## src/rtl/core/hsvr_pkg.sv

```systemverilog
// hsvr_pkg: shared types, constants and scaling functions for the rainbow hsv to rgb block
// no dependencies; imported by every module of the block
`default_nettype none

package hsvr_pkg;

  // wheel constants
  localparam logic [7:0] K255       = 8'd255;
  localparam logic [7:0] K171       = 8'd171;
  localparam logic [7:0] K170       = 8'd170;
  localparam logic [7:0] K85        = 8'd85;
  localparam logic [7:0] ONE_THIRD  = 8'(256 / 3);
  localparam logic [7:0] TWO_THIRDS = 8'((256 * 2) / 3);
  localparam logic [4:0] RAMP_MASK  = 5'h1F;

  // queue between front and back
  localparam int QDEPTH = 2;
  localparam int QAW    = (QDEPTH > 1) ? $clog2(QDEPTH) : 1;
  localparam int QCW    = $clog2(QDEPTH + 1);

  // configuration register indexes
  localparam int CFG_IDX_W = 2;
  localparam logic [CFG_IDX_W-1:0] CFG_YELLOW_STRONG = 2'd0;
  localparam logic [CFG_IDX_W-1:0] CFG_GREEN_HALVE   = 2'd1;
  localparam logic [CFG_IDX_W-1:0] CFG_GREEN_SCALE   = 2'd2;

  // hue wheel sections, picked by hue bits 7..5
  typedef enum logic [2:0] {
    SEC_RED_ORANGE,
    SEC_ORANGE_YELLOW,
    SEC_YELLOW_GREEN,
    SEC_GREEN_AQUA,
    SEC_AQUA_BLUE,
    SEC_BLUE_PURPLE,
    SEC_PURPLE_PINK,
    SEC_PINK_RED
  } sect_t;

  typedef struct packed {
    logic [7:0] hue;
    logic [7:0] saturation;
    logic [7:0] brightness;
  } hsv_t;

  typedef struct packed {
    logic [7:0] red;
    logic [7:0] green;
    logic [7:0] blue;
  } rgb_t;

  typedef struct packed {
    logic       yellow_strong;
    logic       green_halve;
    logic [7:0] green_scale;
  } cfg_t;

  // request between front and back: wheel color plus saturation and brightness terms
  typedef struct packed {
    rgb_t       color;
    logic [7:0] desat;
    logic       sat_full;
    logic       sat_zero;
    logic [7:0] vfac;
    logic       val_full;
  } mid_t;

  // (x * (s + 1)) >> 8
  function automatic logic [7:0] scale8(input logic [7:0] x, input logic [7:0] s);
    logic [16:0] p;
    p = {9'd0, x} * {8'd0, ({1'b0, s} + 9'd1)};
    return p[15:8];
  endfunction

  // ((x * s) >> 8) + 1 when both nonzero, wrapping at 8 bits
  function automatic logic [7:0] vscale8(input logic [7:0] x, input logic [7:0] s);
    logic [15:0] p;
    p = {8'd0, x} * {8'd0, s};
    return p[15:8] + (((x != 8'd0) && (s != 8'd0)) ? 8'd1 : 8'd0);
  endfunction

  // nonzero channel becomes scale + 1, zero stays zero
  function automatic logic [7:0] scale_nz(input logic [7:0] c, input logic [7:0] s);
    return (c == 8'd0) ? 8'd0 : (scale8(c, s) + 8'd1);
  endfunction

endpackage

`default_nettype wire

```

## src/rtl/core/hsvr_front.sv

```systemverilog
// hsvr_front: two-stage front end, hue wheel and green adjust plus saturation/brightness terms
// depends on hsvr_pkg
`default_nettype none

module hsvr_front
  import hsvr_pkg::*;
(
  input  wire logic clk,
  input  wire logic rst_n,
  input  wire cfg_t cfg,
  input  wire logic in_valid,
  output logic      in_ready,
  input  wire hsv_t in_data,
  output logic      out_valid,
  input  wire logic out_ready,
  output mid_t      out_data
);

  logic       s1_v_r, s2_v_r;
  mid_t       s1_r, s2_r;
  mid_t       s1_nxt, s2_nxt;
  logic       s1_ready, s2_ready;
  logic [7:0] ramp, third, twoth;
  logic [7:0] wr, wg, wb;
  logic [7:0] nsat;

  // stall control, each stage moves when the next has room
  assign s2_ready = !s2_v_r || out_ready;
  assign s1_ready = !s1_v_r || s2_ready;
  assign in_ready = s1_ready;

  // ramp and its fractions
  assign ramp  = {in_data.hue[4:0] & RAMP_MASK, 3'b000};
  assign third = scale8(ramp, ONE_THIRD);
  assign twoth = scale8(ramp, TWO_THIRDS);
  assign nsat  = ~in_data.saturation;

  // eight-section rainbow wheel
  always_comb begin
    wr = 8'd0;
    wg = 8'd0;
    wb = 8'd0;
    case (sect_t'(in_data.hue[7:5]))
      SEC_RED_ORANGE: begin
        wr = K255 - third;
        wg = third;
      end
      SEC_ORANGE_YELLOW: begin
        if (cfg.yellow_strong) begin
          wr = K170 + third;
          wg = K85 + twoth;
        end else begin
          wr = K171;
          wg = K85 + third;
        end
      end
      SEC_YELLOW_GREEN: begin
        if (cfg.yellow_strong) begin
          wr = K255 - ramp;
          wg = K255;
        end else begin
          wr = K171 - twoth;
          wg = K170 + third;
        end
      end
      SEC_GREEN_AQUA: begin
        wg = K255 - third;
        wb = third;
      end
      SEC_AQUA_BLUE: begin
        wg = K171 - twoth;
        wb = K85 + twoth;
      end
      SEC_BLUE_PURPLE: begin
        wr = third;
        wb = K255 - third;
      end
      SEC_PURPLE_PINK: begin
        wr = K85 + third;
        wb = K171 - third;
      end
      default: begin
        wr = K170 + third;
        wb = K85 - third;
      end
    endcase
    if (cfg.green_halve) begin
      wg = {1'b0, wg[7:1]};
    end
  end

  // stage 1 contents
  always_comb begin
    s1_nxt.color.red   = wr;
    s1_nxt.color.green = wg;
    s1_nxt.color.blue  = wb;
    s1_nxt.desat       = vscale8(nsat, nsat);
    s1_nxt.sat_full    = (in_data.saturation == 8'd255);
    s1_nxt.sat_zero    = (in_data.saturation == 8'd0);
    s1_nxt.vfac        = scale8(in_data.brightness, in_data.brightness);
    s1_nxt.val_full    = (in_data.brightness == 8'd255);
  end

  // stage 2: optional green scaling
  always_comb begin
    s2_nxt = s1_r;
    if (cfg.green_scale != 8'd0) begin
      s2_nxt.color.green = scale8(s1_r.color.green, cfg.green_scale);
    end
  end

  // valid flags
  always_ff @(posedge clk) begin
    if (!rst_n) begin
      s1_v_r <= 1'b0;
      s2_v_r <= 1'b0;
    end else begin
      if (s1_ready) begin
        s1_v_r <= in_valid;
      end
      if (s2_ready) begin
        s2_v_r <= s1_v_r;
      end
    end
  end

  // stage data
  always_ff @(posedge clk) begin
    if (s1_ready && in_valid) begin
      s1_r <= s1_nxt;
    end
    if (s2_ready && s1_v_r) begin
      s2_r <= s2_nxt;
    end
  end

  assign out_valid = s2_v_r;
  assign out_data  = s2_r;

endmodule

`default_nettype wire

```

## src/rtl/core/hsvr_queue.sv

```systemverilog
// hsvr_queue: short queue of requests between front and back
// depends on hsvr_pkg
`default_nettype none

module hsvr_queue
  import hsvr_pkg::*;
(
  input  wire logic clk,
  input  wire logic rst_n,
  input  wire logic in_valid,
  output logic      in_ready,
  input  wire mid_t in_data,
  output logic      out_valid,
  input  wire logic out_ready,
  output mid_t      out_data
);

  mid_t           mem_r [QDEPTH];
  logic [QAW-1:0] wr_ptr_r, rd_ptr_r;
  logic [QCW-1:0] count_r;
  logic           push, pop;

  assign in_ready  = (count_r != QCW'(QDEPTH));
  assign out_valid = (count_r != '0);
  assign push      = in_valid && in_ready;
  assign pop       = out_valid && out_ready;
  assign out_data  = mem_r[rd_ptr_r];

  // pointers and fill count
  always_ff @(posedge clk) begin
    if (!rst_n) begin
      wr_ptr_r <= '0;
      rd_ptr_r <= '0;
      count_r  <= '0;
    end else begin
      if (push) begin
        wr_ptr_r <= (wr_ptr_r == QAW'(QDEPTH - 1)) ? '0 : wr_ptr_r + QAW'(1);
      end
      if (pop) begin
        rd_ptr_r <= (rd_ptr_r == QAW'(QDEPTH - 1)) ? '0 : rd_ptr_r + QAW'(1);
      end
      if (push && !pop) begin
        count_r <= count_r + QCW'(1);
      end else if (pop && !push) begin
        count_r <= count_r - QCW'(1);
      end
    end
  end

  // storage
  always_ff @(posedge clk) begin
    if (push) begin
      mem_r[wr_ptr_r] <= in_data;
    end
  end

endmodule

`default_nettype wire

```

## src/rtl/core/hsvr_back.sv

```systemverilog
// hsvr_back: two-stage back end, saturation mix then brightness scaling into the output register
// depends on hsvr_pkg
`default_nettype none

module hsvr_back
  import hsvr_pkg::*;
(
  input  wire logic clk,
  input  wire logic rst_n,
  input  wire logic in_valid,
  output logic      in_ready,
  input  wire mid_t in_data,
  output logic      out_valid,
  input  wire logic out_ready,
  output rgb_t      out_data
);

  logic       b1_v_r, b2_v_r;
  mid_t       b1_r, b1_nxt;
  rgb_t       b2_r, b2_nxt;
  logic       b1_ready, b2_ready;
  logic [7:0] ss;

  assign b2_ready = !b2_v_r || out_ready;
  assign b1_ready = !b1_v_r || b2_ready;
  assign in_ready = b1_ready;
  assign ss       = ~in_data.desat;

  // saturation: pass, white, or scale toward white plus desaturation floor
  always_comb begin
    b1_nxt = in_data;
    if (in_data.sat_zero) begin
      b1_nxt.color.red   = K255;
      b1_nxt.color.green = K255;
      b1_nxt.color.blue  = K255;
    end else if (!in_data.sat_full) begin
      b1_nxt.color.red   = scale_nz(in_data.color.red, ss) + in_data.desat;
      b1_nxt.color.green = scale_nz(in_data.color.green, ss) + in_data.desat;
      b1_nxt.color.blue  = scale_nz(in_data.color.blue, ss) + in_data.desat;
    end
  end

  // brightness: pass, black, or scale by squared value
  always_comb begin
    b2_nxt = b1_r.color;
    if (!b1_r.val_full) begin
      if (b1_r.vfac == 8'd0) begin
        b2_nxt = '0;
      end else begin
        b2_nxt.red   = scale_nz(b1_r.color.red, b1_r.vfac);
        b2_nxt.green = scale_nz(b1_r.color.green, b1_r.vfac);
        b2_nxt.blue  = scale_nz(b1_r.color.blue, b1_r.vfac);
      end
    end
  end

  // valid flags
  always_ff @(posedge clk) begin
    if (!rst_n) begin
      b1_v_r <= 1'b0;
      b2_v_r <= 1'b0;
    end else begin
      if (b1_ready) begin
        b1_v_r <= in_valid;
      end
      if (b2_ready) begin
        b2_v_r <= b1_v_r;
      end
    end
  end

  // stage data
  always_ff @(posedge clk) begin
    if (b1_ready && in_valid) begin
      b1_r <= b1_nxt;
    end
    if (b2_ready && b1_v_r) begin
      b2_r <= b2_nxt;
    end
  end

  assign out_valid = b2_v_r;
  assign out_data  = b2_r;

endmodule

`default_nettype wire

```

## src/rtl/core/hsv_rainbow_to_rgb.sv

```systemverilog
// hsv_rainbow_to_rgb: top level, configuration registers, front end, queue and back end
// depends on hsvr_pkg, hsvr_front, hsvr_queue, hsvr_back
//
//   channel   ports                              payload
//   input     in_valid / in_ready / in_data       hsv_t: hue, saturation, brightness
//   result    out_valid / out_ready / out_data    rgb_t: red, green, blue
//   config    cfg_we / cfg_idx / cfg_wdata        yellow_strong, green_halve, green_scale
//
// one pixel per clock sustained while out_ready holds high; a pixel passes through five register stages
// (two front stages, one queue slot, two back stages incl. the output register), the first
// loaded at the accepting edge itself.
// rst_n is synchronous and clears all valid flags and the configuration registers.
// a stalled output only stops the back end; the two-entry queue lets the front keep
// accepting until it fills, then in_ready drops.
`default_nettype none

module hsv_rainbow_to_rgb
  import hsvr_pkg::*;
(
  input  wire logic                 clk,
  input  wire logic                 rst_n,
  input  wire logic                 in_valid,
  output logic                      in_ready,
  input  wire hsv_t                 in_data,
  output logic                      out_valid,
  input  wire logic                 out_ready,
  output rgb_t                      out_data,
  input  wire logic                 cfg_we,
  input  wire logic [CFG_IDX_W-1:0] cfg_idx,
  input  wire logic [7:0]           cfg_wdata
);

  cfg_t cfg_r;
  logic f_valid, f_ready, q_valid, q_ready;
  mid_t f_data, q_data;

  // configuration registers
  always_ff @(posedge clk) begin
    if (!rst_n) begin
      cfg_r <= '0;
    end else if (cfg_we) begin
      case (cfg_idx)
        CFG_YELLOW_STRONG: cfg_r.yellow_strong <= cfg_wdata[0];
        CFG_GREEN_HALVE:   cfg_r.green_halve   <= cfg_wdata[0];
        CFG_GREEN_SCALE:   cfg_r.green_scale   <= cfg_wdata;
        default: ;
      endcase
    end
  end

  // wheel and per-pixel terms
  hsvr_front u_front (
    .clk       (clk),
    .rst_n     (rst_n),
    .cfg       (cfg_r),
    .in_valid  (in_valid),
    .in_ready  (in_ready),
    .in_data   (in_data),
    .out_valid (f_valid),
    .out_ready (f_ready),
    .out_data  (f_data)
  );

  // request queue
  hsvr_queue u_queue (
    .clk       (clk),
    .rst_n     (rst_n),
    .in_valid  (f_valid),
    .in_ready  (f_ready),
    .in_data   (f_data),
    .out_valid (q_valid),
    .out_ready (q_ready),
    .out_data  (q_data)
  );

  // saturation and brightness
  hsvr_back u_back (
    .clk       (clk),
    .rst_n     (rst_n),
    .in_valid  (q_valid),
    .in_ready  (q_ready),
    .in_data   (q_data),
    .out_valid (out_valid),
    .out_ready (out_ready),
    .out_data  (out_data)
  );

endmodule

`default_nettype wire

```

## config.mk

```make
export PLATFORM = sky130hd
export DESIGN_NAME = hsv_rainbow_to_rgb
export DESIGN_NICKNAME = d
export VERILOG_FILES = /design/src/rtl/core/hsvr_pkg.sv /design/src/rtl/core/hsvr_front.sv /design/src/rtl/core/hsvr_queue.sv /design/src/rtl/core/hsvr_back.sv /design/src/rtl/core/hsv_rainbow_to_rgb.sv
export SDC_FILE = /design/constraint.sdc
export NUM_CORES = 2
export LEC_CHECK = 0
export BUFFER_PORTS_ARGS = -buffer_cell sky130_fd_sc_hd__buf_2
export CELL_PAD_IN_SITES_DETAIL_PLACEMENT = 0
export CELL_PAD_IN_SITES_GLOBAL_PLACEMENT = 1
export CORE_MARGIN = 1
export CORE_UTILIZATION = 52
export CTS_BUF_LIST = sky130_fd_sc_hd__clkbuf_8
export CTS_CLUSTER_SIZE = 28
export DETAILED_ROUTE_END_ITERATION = 10
export GPL_TIMING_DRIVEN = 0
export PLACE_DENSITY = 0.89
export SYNTH_ARGS = -nofsm -noshare
export SYNTH_HDL_FRONTEND = slang
export SYNTH_SLANG_ARGS = --single-unit
```

## constraint.sdc

```tcl
create_clock -name clk -period 11.01 [get_ports clk]
set_input_delay 1.6515 -clock clk [delete_from_list [all_inputs] [get_ports clk]]
set_output_delay 1.6515 -clock clk [all_outputs]
set_load 0.01 [all_outputs]
```

== Yosys cells after proc, flatten, opt, wreduce, memory -nomap -nowiden ==
Memory sizes are Yosys's and may differ from the RTL's. A register that Yosys moved wholly into a read port is not among the register bits.
Cells that the tools add are included.

* RAM bits: 86
* Memories kept: 1
* Output and inout port bits: 26
* Register bits: 161

* Add/sub/neg operators: 26
* Reductions and logical operators: 36
* Equality and inequality tests: 11
* $mul: 11
* Muxes and demuxes: 27
* Bitwise gates (word level): 2

{| class="wikitable"
|+ Memories
! name !! words !! width !! read ports !! clocked after Yosys merged registers in !! wr ports !! line !! text
|-
| u_queue.mem_r || 2 || 43 || 1 || 1 || 1 || hsvr_queue.sv:18 || <nowiki>mid_t mem_r [QDEPTH];</nowiki>
|}

{| class="wikitable"
|+ Operator list
! cell !! number
|-
| multiplier 8 x 9 -> 16 bit || 8
|-
| two-way mux 8 bit || 11
|-
| case mux 8 bit (5 select lines) || 2
|-
| two-way mux 24 bit || 3
|-
| logical NOT 8 bit || 8
|-
| adder 8 x 1 -> 8 bit (second input constant) || 6
|-
| case mux 8 bit (6 select lines) || 1
|-
| adder 8 x 1 -> 9 bit (second input constant) || 4
|-
| adder 8 bit || 4
|-
| == test 8 bit (second input constant) || 2
|-
| multiplier 8 x 8 -> 16 bit || 1
|-
| inverter 8 bit || 2
|-
| nonzero test 8 bit || 2
|-
| subtractor 8 x 7 -> 8 bit (first input constant) || 2
|-
| subtractor 8 bit (first input constant) || 2
|-
| multiplier 5 x 8 -> 13 bit (second input constant) || 1
|-
| multiplier 5 x 6 -> 11 bit (second input constant) || 1
|-
| == test 3 bit (second input constant) || 3
|-
| adder 7 x 7 -> 8 bit (first input constant) || 1
|-
| adder 7 x 8 -> 8 bit (first input constant) || 1
|-
| adder 8 x 7 -> 8 bit (first input constant) || 1
|-
| subtractor 7 x 7 -> 8 bit (first input constant) || 1
|-
| logical AND 1 bit || 7
|-
| two-way mux 1 bit || 7
|-
| other kinds (18) || 32
|}

== Logic depth before layout (Yosys ltp) ==
* Depth in word-level cells: 7
* Depth in mapped cells: 35
* Gate-level depth less buffers: 32

== Hierarchy ==
From an unflattened synthesis, not the netlist that was laid out.

* Cells, all modules: 3452
* Area total of the unflattened synthesis: 32733.9 µm²

{| class="wikitable"
|+ Modules (own cells, without submodules)
! module !! cells an instance !! times used !! seq. area each (µm²) !! area each (µm²)
|-
| hsvr_back || 1992 || 1 || 1751.7 || 17339.1
|-
| hsvr_front || 1258 || 1 || 2622.5 || 11634.9
|-
| hsvr_queue || 158 || 1 || 2682.6 || 3342.0
|-
| hsv_rainbow_to_rgb || 44 || 1 || 200.2 || 417.9
|}

== Worst setup path before layout ==
No wires, ideal clock.

* Kind: reg2reg
* Start point: reg (tool-made name)
* End point: reg u_back.b1_r[26] (netlist bit) (data pin)
* Period minus slack after synthesis: 8.920 ns
* Cell stages (with the launch flop): 35
* Library setup time: 0.255 ns
* Arrival time: 8.664 ns
* Setup slack: 2.090 ns
* Required time: 10.755 ns
* Buffers on the path: 4
* Cell sequence: dfxtp_1 buf_6 buf_2 buf_1 mux2i_1 ha_1 o21ai_0 xnor2_1 clkbuf_1 nor2_1 fa_1 fa_1 fa_1 inv_1 fa_1 inv_1 ha_1 a2111oi_0 a211oi_1 nor2_1 xnor2_1 ha_1 nor2b_1 maj3_1 a222oi_1 o21ai_0 xnor2_1 nor2_1 ha_1 a21oi_1 o21bai_1 a21oi_1 xnor2_1 or3_1 a31o_1

{| class="wikitable"
|+ RTL lines
! what !! line !! text
|-
| to (signal assigned) || hsvr_back.sv:75 || <nowiki>b1_r <= b1_nxt;</nowiki>
|-
| to (decl) || hsvr_back.sv:19 || <nowiki>mid_t b1_r, b1_nxt;</nowiki>
|}

==> impl_metrics.env <==
export IMPL_fin_setup_tns_ps=0
export IMPL_reg2reg_to="u_back.b1_r[26]"
export IMPL_hold_path_startpoint="u_front.s1_r[1]"
export IMPL_grt_usage_pct=24.5
export IMPL_gp_congestion=0.944
export IMPL_clk_pin_slew_ps=70
export IMPL_syn_to_final_growth_pct=7.61
export IMPL_wl_per_cell_um=17.1
export IMPL_min_period_ps=10470
export IMPL_post_place_ws_ps=-203
export IMPL_clkLatencyLatePin_ps=630
export IMPL_drc_errors=0
export IMPL_outcome="completed"
export IMPL_synth_area_um2=32000
export IMPL_postRouteAntennaNets=0
export IMPL_synth_cell_type_count=87
export IMPL_ys_warn_count=0
export IMPL_yosysSeqAreaShare_pct=22.7
export IMPL_slew_headroom_pct=23.7
export IMPL_grt_antenna_before_repair=0
export IMPL_rr_worst_depth=34
export IMPL_io_pins=65
export IMPL_crit_path_max_fanout=10
export IMPL_grt_first_pass_wirelength_mm=124
export IMPL_timing_final_max_slew_violations=0
export IMPL_via_per_inst=5.50
export IMPL_htreeDepth=2
export IMPL_die_area_um2=62600
export IMPL_worst_ep_required_time_ps=11390
export IMPL_arrival_ps=10850
export IMPL_hold_path_depth=0
export IMPL_grt_max_degree=35
export IMPL_critPathCaptureType="flop"
export IMPL_clockBufferDepth=3
export IMPL_finalSetupViolCount=0
export IMPL_port_buffers=56
export IMPL_cts_tree="yes"
export IMPL_vias=24000
export IMPL_post_route_util_pct=56.9
export IMPL_synth_seq_cells=248
export IMPL_cts_sinks=248
export IMPL_ff2ff_setup_slack_ps=540
export IMPL_rsz0062_at_grt="no"
export IMPL_synthTopCellsByArea="fa_1, edfxtp_1, ha_1, inv_1, xnor2_1"
export IMPL_post_synth_top_area_fraction_pct=22.0
export IMPL_initial_utilization_pct=52.9
export IMPL_cts_hold_buf=0
export IMPL_worstMarginPinSlew_ps=1140
export IMPL_grt_pass1_vias=24300
export IMPL_synth_cells=3433
export IMPL_synth_edf_count=229
export IMPL_drt_pass1_iter_count=7
export IMPL_worst_setup_path_start_kind="flop"
export IMPL_hpwl_mm=58.5
export IMPL_holdCritPathClass="flop to flop"
export IMPL_post_route_period_util_pct=95.1
export IMPL_avgSynthCellArea_um2=9.33
export IMPL_mostFrequentLayoutCells="inv_1, ha_1, fa_1"
export IMPL_cap_violations=0
export IMPL_post_cts_buffers=0
export IMPL_final_common_cell="inv_1"
export IMPL_hold_path_endpoint="u_front.out_data[1]"
export IMPL_core_area_um2=60600
export IMPL_synth_largest_area_cell="fa_1"
export IMPL_dieWidth_um=250
export IMPL_die_height_um=250
export IMPL_fillers=5396
export IMPL_finalHoldViolations=0
export IMPL_syn_nets=4179
export IMPL_worst_clock_skew_ps=26.3
export IMPL_overflow=0
export IMPL_cts_buffers=44
export IMPL_wirelength_mm=74.7
export IMPL_max_freq_ghz=0.0955
export IMPL_nets=4286
export IMPL_clockRootBuffer="clkbuf_8"
export IMPL_synthFlopType="edfxtp_1"
export IMPL_drive_gt1_share_pct=6.18
export IMPL_drt_iter0_drc=1452
export IMPL_slowest_stage="a2111oi_1"
export IMPL_num_rows=90
export IMPL_fin_ws_ps=543
export IMPL_ys_async_sr_fraction_pct=0
export IMPL_critPathKind="flop to flop"
export IMPL_hold_slack_ps=406
export IMPL_max_stage_delay_ps=720
==> synth_stat cells, types with 48 or more instances <==
library cell	instances
inv_1	478
ha_1	355
fa_1	352
nor2_1	324
nand2_1	300
edfxtp_1	229
clkbuf_1	157
xnor2_1	151
and2_1	123
a21oi_1	105
o21ai_0	89
nor2b_1	85
xor2_1	61
mux2i_1	50
nand3_1	50
nand2b_1	48
==> layout make-up <==
type | instances | area, µm² | area share [%]
Tap cell | 782 | 978 | 2.84
Buffer | 164 | 626 | 1.82
Inverter | 481 | 1810 | 5.24
Clock inverter | 36 | 362 | 1.05
Antenna cell | 1 | 2.50 | 0.00726
Sequential cell | 248 | 7260 | 21.1
Clock buffer | 46 | 633 | 1.84
Timing Repair Buffer | 62 | 423 | 1.23
Multi-Input combinational cell | 2539 | 22400 | 64.9
==> metrics by stage <==
step	cells	instance area, µm²
finish	4359	34500
global route	4358	34500
CTS	4358	34400
detailed placement	4276	33400
global placement	4271	33300
floorplan	3433	32000
==> metal layers <==
layer	GRT usage (%)	wire [µm]	vias up
met4	6.47	1580	0
li1	-	-	11500
met5	0	0	-
met3	2.90	4220	118
met2	39.9	34500	649
met1	34.7	34300	11700
==> sequential cells by signal, summed over array words and instances (netlist names), named ones only <==
name	count
u_queue.count_r	2
cfg_r	10
u_front.s1_r	43
u_front.s1_v_r	1
u_back.b1_r	33
u_front.out_data	43
u_back.out_valid	1
u_back.out_data	24
u_back.b1_v_r	1
u_queue.wr_ptr_r	1
u_queue.rd_ptr_r	1
u_queue.mem_r	86
u_front.out_valid	1
==> how the worst max path moves through the flow <==
stage                     start  cells after the start               to
after global routing       flop                     34  u_back.b1_r[26]
after global placement     flop                     34  u_back.b1_r[26]
after floorplan            flop                     34  u_back.b1_r[26]
after CTS                  flop                     34  u_back.b1_r[26]
final                      flop                     34  u_back.b1_r[26]
after detailed placement   flop                     34  u_back.b1_r[26]
==> logic make-up after synthesis <==
kind of cell               count (synthesis)  share of synthesized area, %
adders and majority gates                713                          36.1
muxes                                     72                          2.34
and+or+nand+nor                         1119                          16.9
AOI/OAI and AO/OA                        423                          8.67
xor gates and xnor gates                 212                          5.80
DFF                                      248                          22.7
buffers and inverters                    646                          7.60
==> worst max-delay path: cells and delay by family (launching register included) <==
family,cells,cell delay (ps)
and+or+nand+nor,6,1320
xor gates and xnor gates,4,930
AOI/OAI and AO/OA,9,2370
adders and majority gates,8,3040
DFF,1,320
buffers and inverters,6,1730
muxes,1,500
==> repair_timing <==
item,4_1_cts,5_1_grt
gates resized for setup,2,4
setup endpoints to repair,1,1
gates cloned,0,0
Power is left out: the tool's default activity adds up to more than one toggle a clock period on the data nets, which glitch-free logic cannot reach.
